===== config.mk =====
export PLATFORM = sky130hd
export DESIGN_NAME = serial_line_editor_core
export DESIGN_NICKNAME = d
export VERILOG_FILES = /design/src/hw/rtl/sle_pkg.sv /design/src/hw/rtl/serial_line_editor_core.sv /design/src/hw/rtl/sle_front.sv /design/src/hw/rtl/sle_back.sv
export SDC_FILE = /design/constraint.sdc
export NUM_CORES = 1
export LEC_CHECK = 0
export BUFFER_PORTS_ARGS = -buffer_cell sky130_fd_sc_hd__buf_2
export CORE_ASPECT_RATIO = 2
export CORE_MARGIN = 4
export CORE_UTILIZATION = 23
export DETAILED_ROUTE_END_ITERATION = 8
export PLACE_DENSITY = 0.37
export SYNTH_ARGS = -nofsm -noshare
export SYNTH_HDL_FRONTEND = slang
export SYNTH_HIERARCHICAL = 1
export SYNTH_SLANG_ARGS = --single-unit

===== constraint.sdc =====
create_clock -name clk -period 7.61 [get_ports clk]
set_clock_uncertainty 0.1 [all_clocks]
set_input_delay 0.761 -clock clk [delete_from_list [all_inputs] [get_ports clk]]
set_output_delay 0.761 -clock clk [all_outputs]
set_load 0.03 [all_outputs]

===== src/hw/rtl/sle_pkg.sv =====
// Shared types, codes and constants for the serial line editor.
`timescale 1ns / 1ps
package sle_pkg;

  localparam int SLE_BUFFER_SIZE = 32;

  localparam logic [7:0] CH_CR    = 8'h0D;
  localparam logic [7:0] CH_LF    = 8'h0A;
  localparam logic [7:0] CH_BS    = 8'h08;
  localparam logic [7:0] CH_DEL   = 8'h7F;
  localparam logic [7:0] CH_SPACE = 8'h20;

  localparam logic PORT_SEND = 1'b0;
  localparam logic PORT_ECHO = 1'b1;

  localparam logic [1:0] CMD_APPEND = 2'd0;
  localparam logic [1:0] CMD_ERASE  = 2'd1;
  localparam logic [1:0] CMD_FLUSH  = 2'd2;

  localparam logic SEQ_ERASE = 1'b0;
  localparam logic SEQ_FLUSH = 1'b1;

  typedef struct packed {
    logic [1:0] kind;
    logic [7:0] data;
  } cmd_t;

  typedef struct packed {
    logic       port;
    logic [7:0] data;
    logic       last;
  } res_t;

  // Fixed output sequences: erase echo (BS SP BS) and line terminator (CR LF sent, CR LF echoed).
  function automatic res_t seq_entry(input logic kind, input logic [1:0] step);
    res_t r;
    r = '{port: PORT_ECHO, data: CH_BS, last: 1'b1};
    if (kind == SEQ_ERASE) begin
      case (step)
        2'd0: r = '{port: PORT_ECHO, data: CH_BS,    last: 1'b0};
        2'd1: r = '{port: PORT_ECHO, data: CH_SPACE, last: 1'b0};
        2'd2: r = '{port: PORT_ECHO, data: CH_BS,    last: 1'b1};
        default: r = '{port: PORT_ECHO, data: CH_BS, last: 1'b1};
      endcase
    end else begin
      case (step)
        2'd0: r = '{port: PORT_SEND, data: CH_CR, last: 1'b0};
        2'd1: r = '{port: PORT_SEND, data: CH_LF, last: 1'b0};
        2'd2: r = '{port: PORT_ECHO, data: CH_CR, last: 1'b0};
        2'd3: r = '{port: PORT_ECHO, data: CH_LF, last: 1'b1};
        default: r = '{port: PORT_ECHO, data: CH_LF, last: 1'b1};
      endcase
    end
    return r;
  endfunction

endpackage


===== src/hw/rtl/serial_line_editor_core.sv =====
// Top level of the serial line editor: front classifier and back executor.
`timescale 1ns / 1ps
// Received bytes are pushed in; results come out as a queue of {port, out_byte, last}, where
// port 0 carries a completed line and port 1 carries terminal echo. The input side buffers
// up to two bytes, so bytes are taken while the executor works. In the executor an ordinary
// byte yields one echo byte, a backspace or delete yields a three-byte erase echo, and a CR/LF
// on a line of n bytes yields the n held bytes and a four-byte terminator: each held byte
// passes a line-store read state and an emit state, and all results leave through a single
// output register, so a slow pop stalls the executor. The line store is a memory of BUFFER_SIZE-1 bytes.
module serial_line_editor_core
  import sle_pkg::*;
#(
  parameter int BUFFER_SIZE = SLE_BUFFER_SIZE
) (
  input  logic       clk,
  input  logic       rst,
  input  logic       push,
  output logic       full,
  input  logic [7:0] rx_byte,
  output logic       empty,
  input  logic       pop,
  output logic       port,
  output logic [7:0] out_byte,
  output logic       last
);

  logic cmd_valid;
  logic cmd_pop;
  cmd_t cmd;

  sle_front u_front (
    .clk       (clk),
    .rst       (rst),
    .push      (push),
    .rx_byte   (rx_byte),
    .full      (full),
    .cmd_valid (cmd_valid),
    .cmd       (cmd),
    .cmd_pop   (cmd_pop)
  );

  sle_back #(
    .BUFFER_SIZE (BUFFER_SIZE)
  ) u_back (
    .clk       (clk),
    .rst       (rst),
    .cmd_valid (cmd_valid),
    .cmd       (cmd),
    .cmd_pop   (cmd_pop),
    .empty     (empty),
    .pop       (pop),
    .port      (port),
    .out_byte  (out_byte),
    .last      (last)
  );

endmodule


===== src/hw/rtl/sle_front.sv =====
// Input side: classifies received bytes and queues commands for the executor.
`timescale 1ns / 1ps
module sle_front
  import sle_pkg::*;
(
  input  logic       clk,
  input  logic       rst,
  input  logic       push,
  input  logic [7:0] rx_byte,
  output logic       full,
  output logic       cmd_valid,
  output cmd_t       cmd,
  input  logic       cmd_pop
);

  cmd_t       queue [0:1];
  logic       wr_ptr;
  logic       rd_ptr;
  logic [1:0] count;
  logic       do_push;
  cmd_t       cls;

  always_comb begin
    cls.data = rx_byte;
    if (rx_byte == CH_CR || rx_byte == CH_LF) begin
      cls.kind = CMD_FLUSH;
    end else if (rx_byte == CH_BS || rx_byte == CH_DEL) begin
      cls.kind = CMD_ERASE;
    end else begin
      cls.kind = CMD_APPEND;
    end
  end

  assign full      = (count == 2'd2);
  assign cmd_valid = (count != 2'd0);
  assign cmd       = queue[rd_ptr];
  assign do_push   = push && !full;

  always_ff @(posedge clk) begin
    if (do_push) begin
      queue[wr_ptr] <= cls;
    end
  end

  always_ff @(posedge clk) begin
    if (rst) begin
      wr_ptr <= 1'b0;
      rd_ptr <= 1'b0;
      count  <= 2'd0;
    end else begin
      if (do_push) begin
        wr_ptr <= ~wr_ptr;
      end
      if (cmd_pop) begin
        rd_ptr <= ~rd_ptr;
      end
      count <= count + {1'b0, do_push} - {1'b0, cmd_pop};
    end
  end

  a_count_bound: assert property (@(posedge clk) disable iff (rst) count <= 2'd2)
    else $error("command queue count overflow");

endmodule


===== src/hw/rtl/sle_back.sv =====
// Executor: holds the line, emits echo and send bytes through one output register.
`timescale 1ns / 1ps
module sle_back
  import sle_pkg::*;
#(
  parameter int BUFFER_SIZE = SLE_BUFFER_SIZE
) (
  input  logic       clk,
  input  logic       rst,
  input  logic       cmd_valid,
  input  cmd_t       cmd,
  output logic       cmd_pop,
  output logic       empty,
  input  logic       pop,
  output logic       port,
  output logic [7:0] out_byte,
  output logic       last
);

  localparam int MAX = BUFFER_SIZE - 1;
  localparam int AW  = (MAX > 1) ? $clog2(MAX) : 1;
  localparam int LW  = $clog2(BUFFER_SIZE);

  localparam logic [1:0] S_IDLE    = 2'd0;
  localparam logic [1:0] S_SEQ     = 2'd1;
  localparam logic [1:0] S_FL_WAIT = 2'd2;
  localparam logic [1:0] S_FL_EMIT = 2'd3;

  logic [7:0]    line_mem [0:MAX-1];
  logic [7:0]    rd_data;

  logic [1:0]    state, state_next;
  logic [LW-1:0] len, len_next;
  logic [LW-1:0] idx, idx_next;
  logic [1:0]    step, step_next;
  logic          seq_kind, seq_kind_next;
  logic          out_valid;
  res_t          out_reg;

  logic          out_free;
  logic          load;
  res_t          ld;
  res_t          ent;
  logic          wr_en;

  assign out_free = !out_valid || pop;
  assign ent      = seq_entry(seq_kind, step);

  always_comb begin
    state_next    = state;
    len_next      = len;
    idx_next      = idx;
    step_next     = step;
    seq_kind_next = seq_kind;
    cmd_pop       = 1'b0;
    load          = 1'b0;
    wr_en         = 1'b0;
    ld            = '{port: PORT_ECHO, data: cmd.data, last: 1'b1};
    case (state)
      S_IDLE: begin
        if (cmd_valid && out_free) begin
          cmd_pop = 1'b1;
          case (cmd.kind)
            CMD_APPEND: begin
              if (len < LW'(MAX)) begin
                wr_en    = 1'b1;
                len_next = len + 1'b1;
                load     = 1'b1;
              end
            end
            CMD_ERASE: begin
              if (len != '0) begin
                len_next      = len - 1'b1;
                state_next    = S_SEQ;
                seq_kind_next = SEQ_ERASE;
                step_next     = 2'd0;
              end
            end
            CMD_FLUSH: begin
              if (len != '0) begin
                idx_next   = '0;
                state_next = S_FL_WAIT;
              end
            end
            default: ;
          endcase
        end
      end
      S_SEQ: begin
        if (out_free) begin
          load      = 1'b1;
          ld        = ent;
          step_next = step + 2'd1;
          if (ent.last) begin
            state_next = S_IDLE;
          end
        end
      end
      S_FL_WAIT: begin
        state_next = S_FL_EMIT;
      end
      S_FL_EMIT: begin
        if (out_free) begin
          load     = 1'b1;
          ld       = '{port: PORT_SEND, data: rd_data, last: 1'b0};
          idx_next = idx + 1'b1;
          if (LW'(idx + 1'b1) == len) begin
            state_next    = S_SEQ;
            seq_kind_next = SEQ_FLUSH;
            step_next     = 2'd0;
            len_next      = '0;
          end else begin
            state_next = S_FL_WAIT;
          end
        end
      end
      default: state_next = S_IDLE;
    endcase
  end

  always_ff @(posedge clk) begin
    if (wr_en) begin
      line_mem[len[AW-1:0]] <= cmd.data;
    end
    rd_data <= line_mem[idx[AW-1:0]];
  end

  always_ff @(posedge clk) begin
    if (load) begin
      out_reg <= ld;
    end
    idx      <= idx_next;
    step     <= step_next;
    seq_kind <= seq_kind_next;
  end

  always_ff @(posedge clk) begin
    if (rst) begin
      state     <= S_IDLE;
      len       <= '0;
      out_valid <= 1'b0;
    end else begin
      state <= state_next;
      len   <= len_next;
      if (load) begin
        out_valid <= 1'b1;
      end else if (pop) begin
        out_valid <= 1'b0;
      end
    end
  end

  assign empty    = !out_valid;
  assign port     = out_reg.port;
  assign out_byte = out_reg.data;
  assign last     = out_reg.last;

  a_len_bound: assert property (@(posedge clk) disable iff (rst) len <= LW'(MAX))
    else $error("line length above capacity");

  a_flush_idx: assert property (@(posedge clk) disable iff (rst)
    (state == S_FL_WAIT || state == S_FL_EMIT) |-> idx < len)
    else $error("flush index past line end");

  a_erase_dec: assert property (@(posedge clk) disable iff (rst)
    (state == S_IDLE && cmd_pop && cmd.kind == CMD_ERASE && len != '0)
      |=> (len == $past(len) - 1'b1) && state == S_SEQ)
    else $error("erase did not shorten line");

  a_erase_step: assert property (@(posedge clk) disable iff (rst)
    (state == S_SEQ && seq_kind == SEQ_ERASE) |-> step <= 2'd2)
    else $error("erase sequence overran");

endmodule


# Word-level counts from Yosys, hierarchy flattened
# Memory sizes are Yosys's and may differ from the RTL's. A register that Yosys moved wholly into a read port is not among the register bits.
# Index checks and enable logic that the tools add are counted.
classes:
  n_mux: 58
  bitwise_logic: 2
  order_cmp: 1
  n_div: 0
  multipliers: 0
  eq_ne: 27
  reduce_logical: 21
  shift: 0
  n_addsub: 6
ops:
  columns: ["operator", "count"]
  rows:
  - ["5-bit two-way mux", 9]
  - ["10-bit one-hot mux with 4 select lines", 1]
  - ["10-bit two-way mux", 3]
  - ["5-bit one-hot mux with 2 select lines", 3]
  - ["2-bit two-way mux", 14]
  - ["8-bit by 4-bit == test with 1-bit output, second input constant", 3]
  - ["1-bit two-way mux", 21]
  - ["7-bit AND reduction", 3]
  - ["10-bit one-hot mux with 2 select lines", 1]
  - ["7-bit one-hot mux with 2 select lines", 1]
  - ["2-bit == test, second input constant", 6]
  - ["2-bit by 1-bit inequality test with 1-bit output, second input constant", 6]
  - ["5-bit by 1-bit adder with 5-bit output, second input constant", 2]
  - ["3-bit by 2-bit inequality test with 1-bit output, second input constant", 3]
  - ["8-bit by 7-bit == test with 1-bit output, second input constant", 1]
  - ["2-bit one-hot mux with 4 select lines", 1]
  - ["2-bit by 1-bit == test with 1-bit output, second input constant", 3]
  - ["2-bit zero test", 3]
  - ["3-bit inequality test, second input constant", 2]
  - ["2-bit one-hot mux with 3 select lines", 1]
  - ["6-bit AND reduction", 1]
  - ["2-bit nonzero test", 3]
  - ["5-bit == test", 1]
  - ["5-bit less-than comparator, second input constant", 1]
  - ["other kinds (15)", 22]
totals:
  elab_cells: 129
  input_bits: 12
  ramBits: 268
  mem_bits_ro: 0
  n_memories: 2
  latch_bits: 0
  regBits: 30
mem_list:
  columns: ["name", "words", "width", "rd", "rd_ports_with_merged_regs", "write_ports", "line", "source"]
  rows:
  - ["u_back.line_mem", 31, 8, 1, 1, 1, "sle_back.sv:29", "logic [7:0] line_mem [0:MAX-1];"]
  - ["u_front.queue", 2, 10, 1, 1, 1, "sle_front.sv:16", "cmd_t queue [0:1];"]

# Longest topological paths before layout
depth:
  word_depth: 7
  depth_mapped: 11
  depth_no_buf: 9

# Hierarchy
# The synthesis kept the hierarchy.
by_module_without_submodules:
  columns: ["mod", "seq_area_each_um2", "area_per_inst_um2", "n_inst", "cells_each"]
  rows:
  - ["sle_back", 8308.0, 11772.5, 1, 676]
  - ["sle_front", 700.7, 1006.0, 1, 66]

# Worst setup path before layout
# No wires, ideal clock.
synth_timing:
  path_type: "input port to flip-flop"
  from: "input port pop"
  to: "memory u_back.line_mem[11][0], enable pin"
  setup_time_ns: 0.370
  arrival_ns: 2.112
  t_required_ns: 7.140
  path_stages: 6
  n_path_buf: 1
  path_slack_ns: 5.027
  cell_sequence: "nand2b_1 > clkbuf_1 > nand2_1 > nor3_1 > nand4_1 > nor2_1"
synth_via:
  elab_chain_len: 6
synth_rtl:
  columns: ["element", "line", "source"]
  rows:
  - ["start, declared", "serial_line_editor_core.sv:21", "input logic pop,"]
  - ["1-bit logical OR", "sle_back.sv:46", "assign out_free = !out_valid || pop;"]
  - ["1-bit logical AND", "sle_back.sv:61", "if (cmd_valid && out_free) begin"]
  - ["1-bit two-way mux", "sle_back.sv:61", null]
  - ["1-bit two-way mux", "sle_back.sv:59", "case (state)"]
  - ["1-bit two-way mux", "sle_back.sv:122", "if (wr_en) begin"]
  - ["1-bit two-way mux (not written as such)", "sle_back.sv:123", "line_mem[len[AW-1:0]] <= cmd.data;"]
  - ["end, declared", "sle_back.sv:29", null]
# Every way passes these cells.

# Worst setup path in the final report
layout_timing:
  from: "register u_back.idx[1]"
  to: "register u_back.step[1], enable pin"
layout_via:
  elab_chain_len: 4
layout_rtl:
  columns: ["element", "line", "source"]
  rows:
  - ["start, declared", "sle_back.sv:34", "logic [LW-1:0] idx, idx_next;"]
  - ["start signal, assigned", "sle_back.sv:132", "idx <= idx_next;"]
  - ["5-bit by 1-bit adder with 5-bit output", "sle_back.sv:107", "if (LW'(idx + 1'b1) == len) begin"]
  - ["5-bit == test", "sle_back.sv:107", null]
  - ["2-bit by 1-bit inequality test with 1-bit output (no source line)", null, null]
  - ["7-bit AND reduction (no source line)", null, null]
  - ["end signal, assigned", "sle_back.sv:133", "step <= step_next;"]
  - ["end, declared", "sle_back.sv:35", "logic [1:0] step, step_next;"]
# Every way passes these cells.
# A chain may end at the register's enable or synchronous reset.

==> summary.md <==
| Metric | Value |
|---|---|
| Worst r2r dst | `u_back/step[1]` |
| Cell-internal power | `3.34 mW` |
| Sequential share of the synthesized area | `70.5%` |
| Syn_nets | `between 700 and 800` |
| Clock sinks | `307` |
| Core area | `55300 µm²` |
| Leading register cell type out of synthesis | `edfxtp_1` |
| H-tree levels | `1` |
| All-Layer GR Usage | `11.8%` |
| Fin nets | `just under 800` |
| Root Buffer | `clkbuf_16` |
| Combinational share of power | `between 20 and 25%` |
| Post-Synthesis Cells | `about 740` |
| Setup crit end kind | `flop` |
| CP Class | `reg -> reg` |
| Cts hold-fix bufs | `0` |
| Max IR drop VDD | `0.000159 V` |
| WL/cell | `roughly 23 µm` |
| DRC Markers | `0` |
| F_max | `a little under 300 MHz` |
| Worst slew pin tran | `1.16 ns` |
| Net Sw Frac | `30.7%` |
| Number of global-route vias before repair | `7187` |
| # rows | `122` |
| Hold_ws | `0.313 ns` |
| Initial Util | `23.1%` |
| Die width | `175 µm` |
| TritonRoute pass-1 iters | `4` |
| # IOs | `24` |
| Avg Cell Area, Syn | `around 17 µm²` |
| # diodes | `0` |
| CTS tree | `built` |
| Vias/cell | `4.25` |
| Setup bufs post-CTS | `0` |
| Pin count of the biggest net entering global routing | `43` |
| Synthesized flop and latch total | `307` |
| Fraction of registers with async set/reset | `0%` |
| R2R depth | `6` |
| PD cells | `329 nW/µm²` |
| Synth cell types | `61` |
| Post-synth EDFFs | `roughly 290` |
| PortBufs | `23` |
| Share of layout cells above drive strength 1 | `roughly 19%` |
| Die Area | `59600 µm²` |
| DR vias | `6494` |
| Post-route ant nets | `0` |
| Hold path cells | `1` |
| Setup Total Neg Slack | `0 ns` |
| Crit-path max FO | `39` |
| Reg2reg start | `u_back/idx[1]` |
| Synth Cell Area | `between 10000 and 15000 µm²` |
| Sequential power share | `45.7%` |
| RSZ-0062 raised after global routing | `no` |
| Status | `complete, no violations` |
| Area growth syn-to-layout | `14.5%` |
| Crit start category | `flop` |
| Die Ht | `roughly 340 µm` |
| Detailed placement HPWL | `23800 µm` |
| Final setup violation count | `0` |
| Switching power | `1.48 mW` |
| First-pass GRT wire length | `around 50000 µm` |
| Period utilisation layout | `44.2%` |
| Clk network pwr share | `between 30% and 40%` |
| Register-to-Register Setup Slack | `~4.2 ns` |
| Placer Congestion | `roughly 0.71` |
| Fin. Hold Viols | `0` |
| CTS buffer count | `28` |
| Slew margin rel. | `approximately 22%` |
| Fin. max-slew vios | `0` |
| First DRT Iteration DRCs | `368` |
| Skew-Pair Late Insertion Delay | `0.57 ns` |
| Overflow after GRT | `0` |
| Initial antenna violation count | `0` |
| Synth warnings | `6` |
| Hold Path Sink | `u_front/queue[0][7]` |
| Critical Path RT | `roughly 7.7 ns` |
| Arrival time at the worst endpoint | `3.50 ns` |
| Max_cap viols | `0` |
| Fin crit period | `3.37 ns` |
| P_leak | `~4.6 nW` |
| Hold crit path type | `in -> reg` |
| Number of gates resized after CTS | `0` |
| CTS Buffer Depth | `3` |
| DRT Wirelength | `35600 µm` |
| CTS clock-pin slew for the worst setup and hold paths | `0.07 ns` |
| Hold path start | `rx_byte[7]` |
## routing by layer
layer	wire length (µm)	global-route usage [%]	share of wire, %
met3	711	1.05	2.0
met5	0	0	0
met1	11800	10.9	33
met4	1070	4.21	3.0
met2	22100	25.7	62
## stage by stage
step | std cells | utilization [%] | setup slack [ns] | area, µm² | total power [mW]
after floorplan | 742 | - | 5.03 | 12800 | 2.94
after global placement | 1476 | 24.7 | 4.06 | 13700 | 3.41
after detailed placement | 1476 | 24.7 | 4.01 | 13700 | 3.40
after CTS | 1527 | 26.5 | 4.15 | 14600 | 4.93
after global routing | 1527 | 26.5 | 4.05 | 14600 | 5.06
final | 1527 | 26.5 | 4.24 | 14600 | 4.82
## synth_stat cells (3+ instances only)
cell type  count  area share, %
edfxtp_1     286             67
nor2_1        51            1.5
mux4_2        37            6.5
mux2i_1       34            2.7
mux2_2        27            2.4
o21ai_0       27            1.1
nand2_1       26           0.76
dfxtp_1       21            3.3
a21oi_1       16           0.63
ha_1          16            1.6
inv_1         15           0.44
clkbuf_1      14           0.41
nand2b_1      13           0.64
buf_2         12           0.47
mux4_1         9            1.9
nand3_1        9           0.35
or3_1          9           0.44
xnor2_1        8           0.55
buf_4          7           0.41
nand3b_1       7           0.41
nor2b_1        7           0.34
o22a_1         7           0.48
xor2_1         6           0.41
a21boi_0       5           0.29
a221oi_1       5           0.34
a22oi_1        5           0.29
a31oi_1        5           0.24
a221o_1        4           0.31
and2_1         4           0.20
a32o_1         3           0.24
buf_1          3          0.088
nor3_1         3           0.12
o22ai_1        3           0.15
or3b_2         3           0.21
## cell usage in the layout (no fill, tap or decap), types with 5 or more instances in the layout
cell type / n
xnor2_1: 8
mux2_2: 27
a21oi_1: 16
a21boi_0: 5
nand2b_1: 13
o21ai_0: 27
or3_1: 9
mux4_1: 9
dfxtp_1: 21
mux2i_1: 34
inv_1: 15
nand3b_1: 7
a31oi_1: 5
edfxtp_1: 286
a22oi_1: 5
ha_1: 16
clkinv_1: 5
mux4_2: 37
buf_2: 23
a221oi_1: 5
clkbuf_16: 29
nor2b_1: 7
o22a_1: 7
nor2_1: 51
bufinv_16: 5
buf_4: 6
clkinv_2: 7
xor2_1: 6
nand3_1: 9
nand2_1: 26
## registers in the layout, indices dropped and copies added, names as in the netlist, 2 cells and up, named ones only
signal,flops
u_back/len,5
u_back/state,2
u_back/rd_data,8
u_front/count,2
u_back/out_byte,8
u_back/line_mem,248
u_back/step,2
u_back/idx,5
u_front/queue,20
## power by group through the flow
stage / logic (mW) / clock network, mW / registers, mW
finish: 1.11 / 1.51 / 2.20
floorplan: 0.738 / 0 / 2.21
detailed placement: 1.16 / 0 / 2.24
global route: 1.22 / 1.63 / 2.21
CTS: 1.16 / 1.57 / 2.21
global placement: 1.16 / 0 / 2.25
## kinds of logic after synthesis
| group | synth area share [%] |
|---|---|
| flops | 70.5 |
| simple gates | 5.84 |
| mux | 13.4 |
| compound gates | 5.28 |
| buf+inv | 2.11 |
| fa+ha+maj | 1.72 |
| xor+xnor | 1.15 |
## worst max-delay path: stages, from the launching register on
cell       delay, ns
edfxtp_1        0.37
buf_4           0.47
buf_4           0.65
nand3_1         0.23
xnor2_1         0.22
o41a_1          0.56
a2111oi_2       0.42
## worst max-delay path by stage
| stage | start | cells past startpoint | to |
|---|---|---|---|
| after floorplan | pop | 6 | u_back/line_mem[11][0] |
| after global placement | pop | 6 | u_back/line_mem[19][2] |
| after detailed placement | pop | 6 | u_back/line_mem[19][0] |
| after CTS | u_back/idx[1] | 6 | u_back/step[1] |
| after global routing | u_back/idx[1] | 6 | u_back/step[1] |
| final | u_back/idx[1] | 6 | u_back/step[1] |
## final cells by class
cell class              count  area, µm²
clock buffers              30        729
flip-flops and latches    307       9010
inverters                  15       56.3
fillers                  5648      40600
multi-input cells         381       3500
well taps                 744        931
repair buffers             29        160
clock inverters            21        244
Power figures use the tool's default switching activity.
